## config.mk

```make
export PLATFORM = sky130hd
export DESIGN_NAME = pee_stack
export DESIGN_NICKNAME = d
export VERILOG_FILES = /design/src/rtl/pee_pkg.sv /design/src/rtl/pee_stack.sv
export SDC_FILE = /design/constraint.sdc
export NUM_CORES = 1
export LEC_CHECK = 0
export CAP_MARGIN = 20
export CORE_UTILIZATION = 40
export DETAILED_ROUTE_END_ITERATION = 16
export DONT_BUFFER_PORTS = 1
export GPL_ROUTABILITY_DRIVEN = 0
export PLACE_DENSITY = 0.58
export RECOVER_POWER = 25
export SETUP_SLACK_MARGIN = 0.2
export SYNTH_ARGS = -nofsm -noshare
export SYNTH_HDL_FRONTEND = slang
export SYNTH_SLANG_ARGS = --single-unit
```

## constraint.sdc

```tcl
create_clock -name clk -period 6.4 [get_ports clk]
set_input_delay 0.32 -clock clk [delete_from_list [all_inputs] [get_ports clk]]
set_output_delay 0.32 -clock clk [all_outputs]
set_load 0.1 [all_outputs]
```

## src/rtl/pee_pkg.sv

```systemverilog
// ----------------------------------------------------------------------------
// pee_pkg
// Shared constants and types of the postfix expression evaluator.
// ----------------------------------------------------------------------------
package pee_pkg;

	localparam int unsigned WORD_W = 32;

	localparam logic [7:0] CH_PLUS  = 8'h2B;
	localparam logic [7:0] CH_MINUS = 8'h2D;
	localparam logic [7:0] CH_STAR  = 8'h2A;
	localparam logic [7:0] CH_SLASH = 8'h2F;
	localparam logic [7:0] CH_CARET = 8'h5E;
	localparam logic [7:0] CH_COMMA = 8'h2C;
	localparam logic [7:0] CH_0     = 8'h30;
	localparam logic [7:0] CH_9     = 8'h39;

	localparam logic [1:0] ST_OK        = 2'd0;
	localparam logic [1:0] ST_OVERFLOW  = 2'd1;
	localparam logic [1:0] ST_UNDERFLOW = 2'd2;
	localparam logic [1:0] ST_DIVZERO   = 2'd3;

	typedef enum logic [2:0] {
		OP_ADD,
		OP_SUB,
		OP_MUL,
		OP_DIV,
		OP_POW
	} op_t;

	typedef struct packed {
		logic start;
		op_t  op;
	} alu_req_t;

	typedef struct packed {
		logic done;
		logic dz;
	} alu_rsp_t;

endpackage

```

## src/rtl/pee_stack.sv

```systemverilog
// ----------------------------------------------------------------------------
// pee_stack
// Operand stack storage: one write port, two registered read ports.
// ----------------------------------------------------------------------------
module pee_stack
	import pee_pkg::*;
#(
	parameter int unsigned STACK_DEPTH = 16
) (
	input  logic                           clk,
	input  logic                           we,
	input  logic [$clog2(STACK_DEPTH)-1:0] waddr,
	input  logic [WORD_W-1:0]              wdata,
	input  logic [$clog2(STACK_DEPTH)-1:0] raddr_a,
	input  logic [$clog2(STACK_DEPTH)-1:0] raddr_b,
	output logic [WORD_W-1:0]              rdata_a,
	output logic [WORD_W-1:0]              rdata_b
);

	logic [WORD_W-1:0] mem [STACK_DEPTH];

	always_ff @(posedge clk) begin
		if (we) begin
			mem[waddr] <= wdata;
		end
		rdata_a <= mem[raddr_a];
		rdata_b <= mem[raddr_b];
	end

endmodule

```

; Word-level counts from Yosys, hierarchy flattened
; Memories as Yosys holds them, arrays and structs flattened. A register that Yosys moved wholly into a read port is not among the register bits.
; Cells that the tools add are included.
[word_totals]
word_cells = 3
memories = 1
regBits = 0
mem_bits_ro = 0
latch_bits = 0
ramBits = 512
out_inout_bits = 64
in_bits = 46
[op_classes]
shift = 0
multipliers = 0
bitwise = 0
n_div = 0
add_sub_neg = 0
n_reduce_logical = 0
eq_ne = 0
n_mux = 2
order_cmp = 0
[mem_list]
columns = name, depth, word_bits, rd, rd_clocked_by_memory_dff, wr, line
row1 = mem, 16, 32, 2, 2, 1, pee_stack.sv:20  ; logic [WORD_W-1:0] mem [STACK_DEPTH];
[op_table]
columns = cell, n
row1 = 1-bit 2-to-1 mux, 2

; Logic depth before layout (Yosys ltp)
[logic_depth]
ltp_word = 2
mapped_depth = 5
mapped_depth_nobuf = 3

; Worst setup path after synthesis
; OpenSTA, ideal clock, no wires.
[synth_timing]
path_kind = input to register
from = input waddr[2]
to = memory mem[0][0], enable pin
path_slack_ns = 2.900
stages = 2
n_path_buf = 0
arrival_time_ns = 3.038
t_required_ns = 5.939
setup_ns = 0.461
cell_sequence = or3b_2 nor3_1
[synth_rtl]
columns = element, line
row1 = "start, declared", pee_stack.sv:12  ; input logic [$clog2(STACK_DEPTH)-1:0] waddr,
row2 = "end, declared", pee_stack.sv:20
; Straight into the memory's write port.

; Final worst setup path
[layout_timing]
from = register rdata_b[31], read port of mem
to = output rdata_b[31]
[layout_rtl]
columns = element, line
row1 = "start, declared", pee_stack.sv:17  ; output logic [WORD_W-1:0] rdata_b
; No word-level cell between the ends.

==> metrics <==
worst-margin pin slew between 1 and 1.5 ns; Layout Cell Area excl Fill 27400 µm²; Crit Reg-Reg Startpoint mem[1][30]; drt wl/cell between 30 and 40 µm; share of cells above drive strength 1 0.324; Residual DRC 0; final critical-path required period slightly above 2 ns; Final Net Count 1221; max-cap viol count 0; row count 89; Worst Path Required about 6.1 ns; crit end category output port; grt total ovfl 0; Final period util 0.314; clk_skew roughly 0.024 ns; final hold vios 0; CTS buffer count 60; Post-DRT Antenna Nets 0; Clock Latency Late Sink approximately 0.63 ns; die area just over 60000 µm²; cell count after synthesis 1141; DRT Pass-1 Iters 5; CP Launch Type register; final hold slack 0.0189 ns; Ys Warns 0; CTS tree done; Port Buffers 0; DP Cell Count 1852; initial antenna violation count 1; largest net degree at the start of global routing around 130; Post-synth EDFFs approximately 500; worst hold path type primary input to register; IO Count 110; postcts setup bufs 0; Place WS about 4.1 ns; post-synthesis cell area 24200 µm²; sum of negative setup slack 0 ns; synth cell count leaders edfxtp_1, mux4_2, a22oi_1; vias per cell slightly above 6; Die W 248 µm; Post-synth ARST share 0; Routed Wire Length 60.0 mm; Reg2Reg Depth 3; hold_sp raddr_b[1]; Leak Pwr approximately 0.0086 µW; Top FF cell, synth edfxtp_1; WP data arrival ~1.7 ns; RSZ-0062 raised after global routing no; detailed-route via count around 12000; CTS sink cnt around 580; CP max FO 1; most area-hungry cell type in the Yosys netlist edfxtp_1; vias in the first global route about 13000; WS Path Type register to output port; Hold EP rdata_b[4]; hpwl dp ~30 mm; register area share after synthesis 0.689; Placement Cell Area approximately 25000 µm²; post-route insts no fill about 2000; Fmax between 400 and 500 MHz; Final Worst Setup Slack approximately 4.4 ns; clk buf depth 3; synthesized area per cell between 20 and 25 µm²; synth top area cells edfxtp_1, mux4_2, dfxtp_1; clock tree root buffer cell clkbuf_16; die height 248 µm; max_slew headroom 0.249; Netlist cell types 17; WHS Path Cells 3; Core Region ~59000 µm²; status finished, final reports clean; CTS resizes 0; FF-to-FF setup slack between 4 and 5 ns; Total GRT Usage 0.201; first-pass GRT wire length roughly 88 mm; diode count 0; drt initial violations 1095; Mapped Nets between 1000 and 1500; Reg2Reg Capture Point rdata_b[30]; worst vdd ir 0.253 mV; Initial Utilization 0.408; H-tree Lvls 2; final slew viol count 0; Fillers about 4900; clock slew at reported path FFs around 0.06 ns; top-area cell type share of the netlist area 0.636; count leader, synth edfxtp_1; Synth Register Bits about 580; PwrDens approximately 310 nW/µm²; final-report setup violation count 0; area delta synth->final 13.2%
[through the flow]
step | total power (µW) | util
after global placement | 5080 | 0.423
after floorplan | 5030 | -
after CTS | 8630 | 0.461
after global routing | 8810 | 0.461
final | 8540 | 0.461
after detailed placement | 5080 | 0.423
[tightest hold or removal path: cells and delay by family]
family | cells | cell delay, ns
mux | 1 | 0.17
simple gates | 1 | 0.06
compound gates | 1 | 0.06
[flip-flops by register name (all words and copies together), names as in the netlist]
register / count
mem: 512
rdata_a: 32
rdata_b: 32
[routing by layer]
metal / GRT usage / vias up / routed length [µm]
li1: - / 5027 / -
met1: 0.286 / 6605 / 25800
met2: 0.307 / 457 / 28200
met3: 0.0474 / 98 / 4560
met4: 0.0612 / 2 / 1470
met5: 0 / - / 8
[how the worst max path moves through the flow]
stage / startpoint / endpoint / slack (ns) / cells after the start
6_report: rdata_b[31] / rdata_b[31] / 4.39 / 0
5_1_grt: rdata_b[31] / rdata_b[31] / 4.35 / 0
4_1_cts: rdata_b[31] / rdata_b[31] / 4.37 / 0
3_5_place_dp: waddr[2] / mem[11][7] / 4.14 / 3
3_3_place_gp: waddr[2] / mem[11][6] / 4.17 / 3
2_1_floorplan: waddr[2] / mem[0][0] / 2.90 / 2
[cells by family (layout without fill, tap and decap cells)]
kind of cell	after synthesis	after routing	share of synthesized area
mux	256	256	0.238
buf+inv	86	171	0.0170
compound gates	128	128	0.0397
flops	576	576	0.689
simple gates	95	95	0.0163
[cell type report]
class / instances / area, µm² / area share
Sequential cell: 576 / 16700 / 0.608
Multi-Input combinational cell: 479 / 7280 / 0.266
Clock buffer: 75 / 1610 / 0.0587
Tap cell: 773 / 967 / 0.0353
Timing Repair Buffer: 58 / 520 / 0.0190
Clock inverter: 38 / 359 / 0.0131
[placed cells by master (no fill, tap or decap), types with 11 or more instances in the layout]
cell type,Yosys,final
edfxtp_1,512,512
clkbuf_1,39,11
nand2_1,65,65
clkbuf_16,0,61
buf_4,18,24
dfxtp_1,64,64
a22oi_1,128,128
mux4_2,256,256
nor2_4,0,14
clkinv_2,0,12
dlygate4sd3_1,0,34
[repair_timing]
action,CTS,global route
endpoints found under the hold margin,519,0
hold buffers,34,0
setup endpoints to repair,0,0
[power breakdown]
part,switching (µW),internal [µW],leakage (µW)
logic,214,235,0.00249
registers,404,4210,0.00516
clock network,1460,2020,0.000956
No activity file was read; power rests on OpenSTA's default activity.
