### config.mk
export PLATFORM = sky130hd
export DESIGN_NAME = pee_alu
export DESIGN_NICKNAME = d
export VERILOG_FILES = /design/src/rtl/pee_pkg.sv /design/src/rtl/pee_alu.sv
export SDC_FILE = /design/constraint.sdc
export NUM_CORES = 2
export LEC_CHECK = 0
export ABC_AREA = 0
export BUFFER_PORTS_ARGS = -buffer_cell sky130_fd_sc_hd__buf_4
export CORE_MARGIN = 1
export CORE_UTILIZATION = 30
export CTS_BUF_LIST = sky130_fd_sc_hd__clkbuf_2
export CTS_CLUSTER_SIZE = 14
export DETAILED_ROUTE_END_ITERATION = 12
export GPL_TIMING_DRIVEN = 0
export PLACE_DENSITY_LB_ADDON = 0.08
export SLEW_MARGIN = 10
export SYNTH_ARGS = -nofsm -noshare
export SYNTH_HDL_FRONTEND = slang
export SYNTH_SLANG_ARGS = --single-unit
### constraint.sdc
create_clock -name clk -period 12.71 [get_ports clk]
set_clock_uncertainty 0.2 [all_clocks]
set_input_delay 2.542 -clock clk [delete_from_list [all_inputs] [get_ports clk]]
set_output_delay 2.542 -clock clk [all_outputs]
set_load 0.02 [all_outputs]
### src/rtl/pee_pkg.sv
// ----------------------------------------------------------------------------
// pee_pkg
// Shared constants and types of the postfix expression evaluator.
// ----------------------------------------------------------------------------
package pee_pkg;

	localparam int unsigned WORD_W = 32;

	localparam logic [7:0] CH_PLUS  = 8'h2B;
	localparam logic [7:0] CH_MINUS = 8'h2D;
	localparam logic [7:0] CH_STAR  = 8'h2A;
	localparam logic [7:0] CH_SLASH = 8'h2F;
	localparam logic [7:0] CH_CARET = 8'h5E;
	localparam logic [7:0] CH_COMMA = 8'h2C;
	localparam logic [7:0] CH_0     = 8'h30;
	localparam logic [7:0] CH_9     = 8'h39;

	localparam logic [1:0] ST_OK        = 2'd0;
	localparam logic [1:0] ST_OVERFLOW  = 2'd1;
	localparam logic [1:0] ST_UNDERFLOW = 2'd2;
	localparam logic [1:0] ST_DIVZERO   = 2'd3;

	typedef enum logic [2:0] {
		OP_ADD,
		OP_SUB,
		OP_MUL,
		OP_DIV,
		OP_POW
	} op_t;

	typedef struct packed {
		logic start;
		op_t  op;
	} alu_req_t;

	typedef struct packed {
		logic done;
		logic dz;
	} alu_rsp_t;

endpackage

### src/rtl/pee_alu.sv
// ----------------------------------------------------------------------------
// pee_alu
// Operator unit: add/sub/mul finish straight from idle; radix-2 divide and
// square-and-multiply power run as iterative loops.
// ----------------------------------------------------------------------------
module pee_alu
	import pee_pkg::*;
(
	input  logic              clk,
	input  logic              arst_n,
	input  alu_req_t          req,
	input  logic [WORD_W-1:0] a,
	input  logic [WORD_W-1:0] b,
	output alu_rsp_t          rsp,
	output logic [WORD_W-1:0] res
);

	typedef enum logic [1:0] {
		A_IDLE,
		A_DIV,
		A_POW
	} alu_state_t;

	alu_state_t        state_q;
	logic [WORD_W-1:0] acc_q;
	logic [WORD_W-1:0] opd_q;
	logic [WORD_W-1:0] ex_q;
	logic [WORD_W-1:0] rem_q;
	logic [4:0]        step_q;
	logic              neg_q;
	logic              done_q;
	logic              dz_q;
	logic [WORD_W-1:0] res_q;

	logic [WORD_W-1:0] mag_a;
	logic [WORD_W-1:0] mag_b;
	logic [WORD_W-1:0] mul_ab;
	logic [WORD_W-1:0] mul_acc;
	logic [WORD_W-1:0] mul_sq;
	logic [WORD_W:0]   rem_sh;
	logic              ge;
	logic [WORD_W:0]   rem_diff;
	logic [WORD_W-1:0] rem_n;
	logic [WORD_W-1:0] quo_n;

	assign mag_a   = a[WORD_W-1] ? (WORD_W'(0) - a) : a;
	assign mag_b   = b[WORD_W-1] ? (WORD_W'(0) - b) : b;
	assign mul_ab  = a * b;
	assign mul_acc = acc_q * opd_q;
	assign mul_sq  = opd_q * opd_q;

	assign rem_sh   = {rem_q, acc_q[WORD_W-1]};
	assign ge       = rem_sh >= {1'b0, opd_q};
	assign rem_diff = rem_sh - {1'b0, opd_q};
	assign rem_n    = ge ? rem_diff[WORD_W-1:0] : rem_sh[WORD_W-1:0];
	assign quo_n    = {acc_q[WORD_W-2:0], ge};

	always_ff @(posedge clk or negedge arst_n) begin
		if (!arst_n) begin
			state_q <= A_IDLE;
			acc_q   <= '0;
			opd_q   <= '0;
			ex_q    <= '0;
			rem_q   <= '0;
			step_q  <= '0;
			neg_q   <= 1'b0;
			done_q  <= 1'b0;
			dz_q    <= 1'b0;
			res_q   <= '0;
		end else begin
			done_q <= 1'b0;
			case (state_q)
				A_IDLE: begin
					if (req.start) begin
						dz_q <= 1'b0;
						case (req.op)
							OP_ADD: begin
								res_q  <= a + b;
								done_q <= 1'b1;
							end
							OP_SUB: begin
								res_q  <= a - b;
								done_q <= 1'b1;
							end
							OP_MUL: begin
								res_q  <= mul_ab;
								done_q <= 1'b1;
							end
							OP_DIV: begin
								if (b == '0) begin
									res_q  <= '0;
									dz_q   <= 1'b1;
									done_q <= 1'b1;
								end else begin
									acc_q   <= mag_a;
									opd_q   <= mag_b;
									rem_q   <= '0;
									neg_q   <= a[WORD_W-1] ^ b[WORD_W-1];
									step_q  <= '0;
									state_q <= A_DIV;
								end
							end
							default: begin
								if (b[WORD_W-1]) begin
									// negative exponent: truncated reciprocal
									done_q <= 1'b1;
									if (a == WORD_W'(1)) begin
										res_q <= WORD_W'(1);
									end else if (a == '1) begin
										res_q <= b[0] ? '1 : WORD_W'(1);
									end else if (a == '0) begin
										res_q <= '0;
										dz_q  <= 1'b1;
									end else begin
										res_q <= '0;
									end
								end else begin
									acc_q   <= WORD_W'(1);
									opd_q   <= a;
									ex_q    <= b;
									state_q <= A_POW;
								end
							end
						endcase
					end
				end
				A_DIV: begin
					acc_q  <= quo_n;
					rem_q  <= rem_n;
					step_q <= step_q + 5'd1;
					if (step_q == 5'd31) begin
						res_q   <= neg_q ? (WORD_W'(0) - quo_n) : quo_n;
						done_q  <= 1'b1;
						state_q <= A_IDLE;
					end
				end
				A_POW: begin
					if (ex_q == '0) begin
						res_q   <= acc_q;
						done_q  <= 1'b1;
						state_q <= A_IDLE;
					end else begin
						if (ex_q[0]) begin
							acc_q <= mul_acc;
						end
						opd_q <= mul_sq;
						ex_q  <= ex_q >> 1;
					end
				end
				default: begin
					state_q <= A_IDLE;
				end
			endcase
		end
	end

	assign rsp.done = done_q;
	assign rsp.dz   = dz_q;
	assign res      = res_q;

endmodule

Word level (Yosys, flattened, before mapping)
Cells that the tools add are included.
- flip-flop bits (word level): 170
- word-level logic and storage cells: 122
- input port bits: 70
- output and inout bits: 34
- bitwise logic cells: 2
- magnitude comparators: 1
- reduce and logical (&&, ||, !) cells: 18
- equal/unequal tests: 22
- add/sub/neg operators: 7
- multiplexer cells: 59
- $mul: 3
- operators by type and width (cell ; number):
    32-bit two-way mux ; 28
    32-bit case mux with 2 select lines ; 5
    32-bit case mux with 3 select lines ; 2
    32-bit case mux with 4 select lines ; 1
    32-bit logical NOT ; 3
    32-bit by 32-bit multiplier with 32-bit output ; 3
    1-bit by 32-bit subtractor with 32-bit output, first input constant ; 3
    32-bit subtractor ; 2
    33-bit by 32-bit greater-or-equal comparator with 1-bit output ; 1
    32-bit adder ; 1
    32-bit by 1-bit == test with 1-bit output, second input constant ; 1
    32-bit == test, second input constant ; 1
    2-bit inequality test, second input constant ; 9
    6-bit AND reduction ; 3
    5-bit two-way mux ; 3
    2-bit two-way mux ; 5
    5-bit case mux with 2 select lines ; 1
    1-bit two-way mux ; 9
    4-bit AND reduction ; 2
    7-bit AND reduction ; 1
    3-bit by 2-bit == test with 1-bit output, second input constant ; 2
    3-bit inequality test, second input constant ; 2
    6-bit by 2-bit inequality test with 1-bit output, second input constant ; 1
    2-bit case mux with 3 select lines ; 1
    20 further kinds ; 22

Depth between registers and ports, before layout
- depth after elaboration: 7
- depth in mapped cells: 30
- depth with buffers taken out: 28

Worst setup path after synthesis
OpenSTA, ideal clock, no wires.
- kind: in2reg
- from: input port b[4]
- to: register res_q[30] (netlist: res[30])
- arrival: 9.414 ns
- required time: 12.376 ns
- setup time: 0.134 ns
- setup slack: 2.962 ns
- path buffers: 3
- stages: 27
- cells stage by stage: clkbuf_1 clkbuf_1 clkbuf_1 and2_1 fa_1 inv_1 fa_1 fa_1 fa_1 inv_1 fa_1 inv_1 fa_1 inv_1 fa_1 fa_1 ha_1 a211oi_1 nand3_1 o21bai_1 a31oi_1 o21ai_0 o31ai_1 o21ai_0 xor2_1 a221oi_1 a22oi_1
- longest elaborated chain between the ends: 4
- elaborated cells between the ends (all ways): 9
- classes of those cells: add/sub (2); mul (1); eq/ne (1); mux (3); reduce/logical (2)
- ends and longest elaborated chain (element ; RTL line ; source):
    start: declaration ; pee_alu.sv:13 ; input logic [WORD_W-1:0] b,
    32-bit by 32-bit multiplier with 32-bit output, or another cell as far along ; pee_alu.sv:48 ; assign mul_ab = a * b;
    32-bit case mux with 4 select lines ; pee_alu.sv:76 ; case (req.op)
    32-bit two-way mux ; pee_alu.sv:74 ; if (req.start) begin
    32-bit case mux with 3 select lines ; pee_alu.sv:72 ; case (state_q)
    end signal: assignment ; pee_alu.sv:78 ; res_q <= a + b;
    end signal: assignment ; pee_alu.sv:82 ; res_q <= a - b;
    end signal: assignment ; pee_alu.sv:86 ; res_q <= mul_ab;
    end: declaration ; pee_alu.sv:33 ; logic [WORD_W-1:0] res_q;
Several ways; a longest one is shown, not always the timed one. The select of a mux whose other input is x is not followed.
A chain may end at the register's enable or synchronous reset.

Worst setup path in the final report
- from: input port b[5]
- to: register res_q[28] (netlist: res[28])
The elaborated chain is that of the path after synthesis.

==> flow_summary.ini <==
[finish]
finalNetCount = 8681
area_growth_pct = 7.28
seq_area_um2 = 4230
drive_gt1_frac = 0.0239
num-fill-cells = 21100
multiInputGateArea_um2 = 48400

[logic_synthesis]
synthFlopType = dfrtp_1
ys_ff_latch = 169
async_flop_share = 1.00
yosysTopAreaCell = fa_1
syn_inst = 6868
syn_area_per_cell_um2 = 8.62
synth-edff-count = 0
syn_area_um2 = 59200
synth_cell_types = 79
synthTopCellsByArea = fa_1 40%, ha_1 9.5%, inv_1 8.3%
synth_top_area_share = 0.401
ys_warn_count = 0
ys_seq_area_frac = 0.0714
syn_nets = 8573

[clock_network]
cts_tree = built
clock_latency_ps = 1070
cts_setup_buffers = 0
htree_levels = 4
root_buffer = clkbuf_2
clkTransAtPathRegs_ps = 340
cts_buffers = 17
cts_resized = 0
clk_path_buf_depth = 2
cts_sinks = 169
hold_buffers = 0

[drt]
top_layer = met5
num_vias = 48600
drt_iter0_drc = 3403
wire_per_inst_um = 28.6
drt-total-wl_um = 275000
drtAntennaViolNets = 0
drtPass1Iterations = 6
via_per_inst = 5.05
drc = 0
met2WireLength_um = 138000
wl_met1_um = 110000
route.met3.wl_um = 11800

[floorplanning]
io_pins = 104
row_count = 162
initial_core_util = 0.303
core_um2 = 195000
die_h_um = 446
die_area_um2 = 199000
die_w_um = 446

[worst_setup_path]
worstPathArrival_ps = 12430
cp.required_ps = 13490
critical_path.endpoint_type = flop
startpoint_type = input port
cp_slowest_cell = clkbuf_1
slowest_delay_ps = 950
path_buf_inv = 7
crit_top_cell = fa_1
crit_type = in -> reg
worstPathMaxFanout = 10
crit_family = adder cells

[sta]
fin_crit_ps = 11650
relSlewSlack = 0.0790
maxSlewViolCount = 0
final-hold-violation-count = 0
setup_viol = 0
fin_ws_ps = 1060
tightest_slew_ps = 1380
min_period_over_period = 0.917
max_freq_mhz = 85.8
rsz0062_at_grt = no

[place]
pre_cts_ws_ps = -68.4
dp_hpwl_um = 228000
routabilityCongestion = 0.905
numPortBuffers = 85

[grt]
grt_usage = 0.278
gr-total-overflow = 0
grt_pass1_vias = 52500
antenna_found_initial = 20
grt_pass1_wl_um = 392000
grt_max_degree = 94

[hold_path]
hold_class = reg -> reg

[outcome]
status = finished clean

[job]
drv_cap = 0
[cell usage after synthesis (27+ instances only)]
cell type  count
o21ai_0      200
and2_1       573
nor2_1       337
a21o_1        79
fa_1        1185
dfrtp_1      169
o31ai_1       49
nand3_1       34
nor3_1        48
a31oi_1       30
o21a_1        30
a21oi_1      187
xnor2_1      244
a221oi_1      42
mux2i_1       43
nand2_1      876
a211oi_1      76
ha_1         450
clkbuf_1     379
buf_1         27
or3_1         30
xor2_1       130
nand2b_1      29
nand4_1       27
inv_1       1315
[area by class of cell]
| cell class | count | share of cell area |
|---|---|---|
| Multi-Input combinational cell | 4951 | 0.762 |
| Inverter | 1328 | 0.0785 |
| Sequential cell | 169 | 0.0666 |
| Tap cell | 2624 | 0.0517 |
| Buffer | 420 | 0.0254 |
| Timing Repair Buffer | 89 | 0.0110 |
| Clock inverter | 15 | 0.00317 |
| Clock buffer | 17 | 0.00134 |
| Antenna cell | 13 | 0.000512 |
[metal layers]
| layer | global-route usage | vias up |
|---|---|---|
| li1 | - | 21300 |
| met1 | 0.339 | 25400 |
| met2 | 0.488 | 1501 |
| met3 | 0.0282 | 457 |
| met4 | 0.137 | 6 |
| met5 | 0 | - |
[worst register-to-register path, cell delays in order (launching register included)]
cell	delay (ps)
dfrtp_1	870
clkbuf_1	760
clkbuf_1	940
nand2_1	160
fa_1	630
inv_1	80
fa_1	500
fa_1	520
inv_1	50
fa_1	500
inv_1	60
fa_1	490
inv_1	50
fa_1	580
fa_1	450
fa_1	510
inv_1	50
ha_1	370
o2111ai_1	190
o211ai_1	200
a21oi_1	100
o31ai_1	720
o31ai_1	230
o21ai_0	450
a311oi_1	250
xnor2_1	510
a21oi_1	140
a21o_1	170
[path summary, 6_finish.rpt]
path                       startpoint   endpoint  slack (ps)  cells past startpoint
max in group asynchronous      arst_n     res[5]       10050                      2
min in group asynchronous      arst_n   opd_q[9]        1180                      1
setup / recovery                 b[5]    res[28]        1060                     27
hold / removal                 res[4]     res[4]         330                      2
setup reg to reg            opd_q[13]  opd_q[31]        1960                     27
hold reg to reg                res[4]     res[4]         330                      2
[layout by cell type, fill, tap and decap left out, types with 23 or more instances in the layout]
cell type / count
a211oi_1: 75
a21o_1: 79
a21oi_1: 187
a221oi_1: 42
a31oi_1: 30
and2_1: 573
buf_1: 27
buf_4: 90
clkbuf_1: 377
dfrtp_1: 169
fa_1: 1185
ha_1: 450
inv_1: 1315
mux2i_1: 43
nand2_1: 876
nand2b_1: 29
nand3_1: 34
nand4_1: 27
nor2_1: 337
nor2b_1: 23
nor3_1: 48
o21a_1: 30
o21ai_0: 199
o31ai_1: 48
or3_1: 30
xnor2_1: 244
xor2_1: 130
[logic make-up after synthesis]
group | count (synthesis) | synth area share
flops | 169 | 0.0714
simple gates | 2067 | 0.167
buf+inv | 1748 | 0.111
mux | 43 | 0.00727
fa+ha+maj | 1635 | 0.496
compound gates | 832 | 0.0919
xor+xnor | 374 | 0.0553
[state kept, by name, indices dropped and copies added, names as in the netlist]
name / cells
acc_q: 32
done_q: 1
dz_q: 1
ex_q: 31
neg_q: 1
opd_q: 32
rem_q: 32
res: 32
state_q: 2
step_q: 5
[through the flow]
stage                     cells  hold slack, ps  cell area [µm²]   util  setup TNS, ps
after floorplan            6868             256            59200      -              0
after global placement     9577             272            63100  0.323          -52.2
after detailed placement   9581             272            63200  0.323          -68.4
after CTS                  9613             330            63500  0.325              0
after global routing       9617             364            63500  0.325              0
final                      9626             328            63500  0.325              0
Power is left out: the tool's default activity adds up to more than one toggle a clock period on the data nets, which glitch-free logic cannot reach.
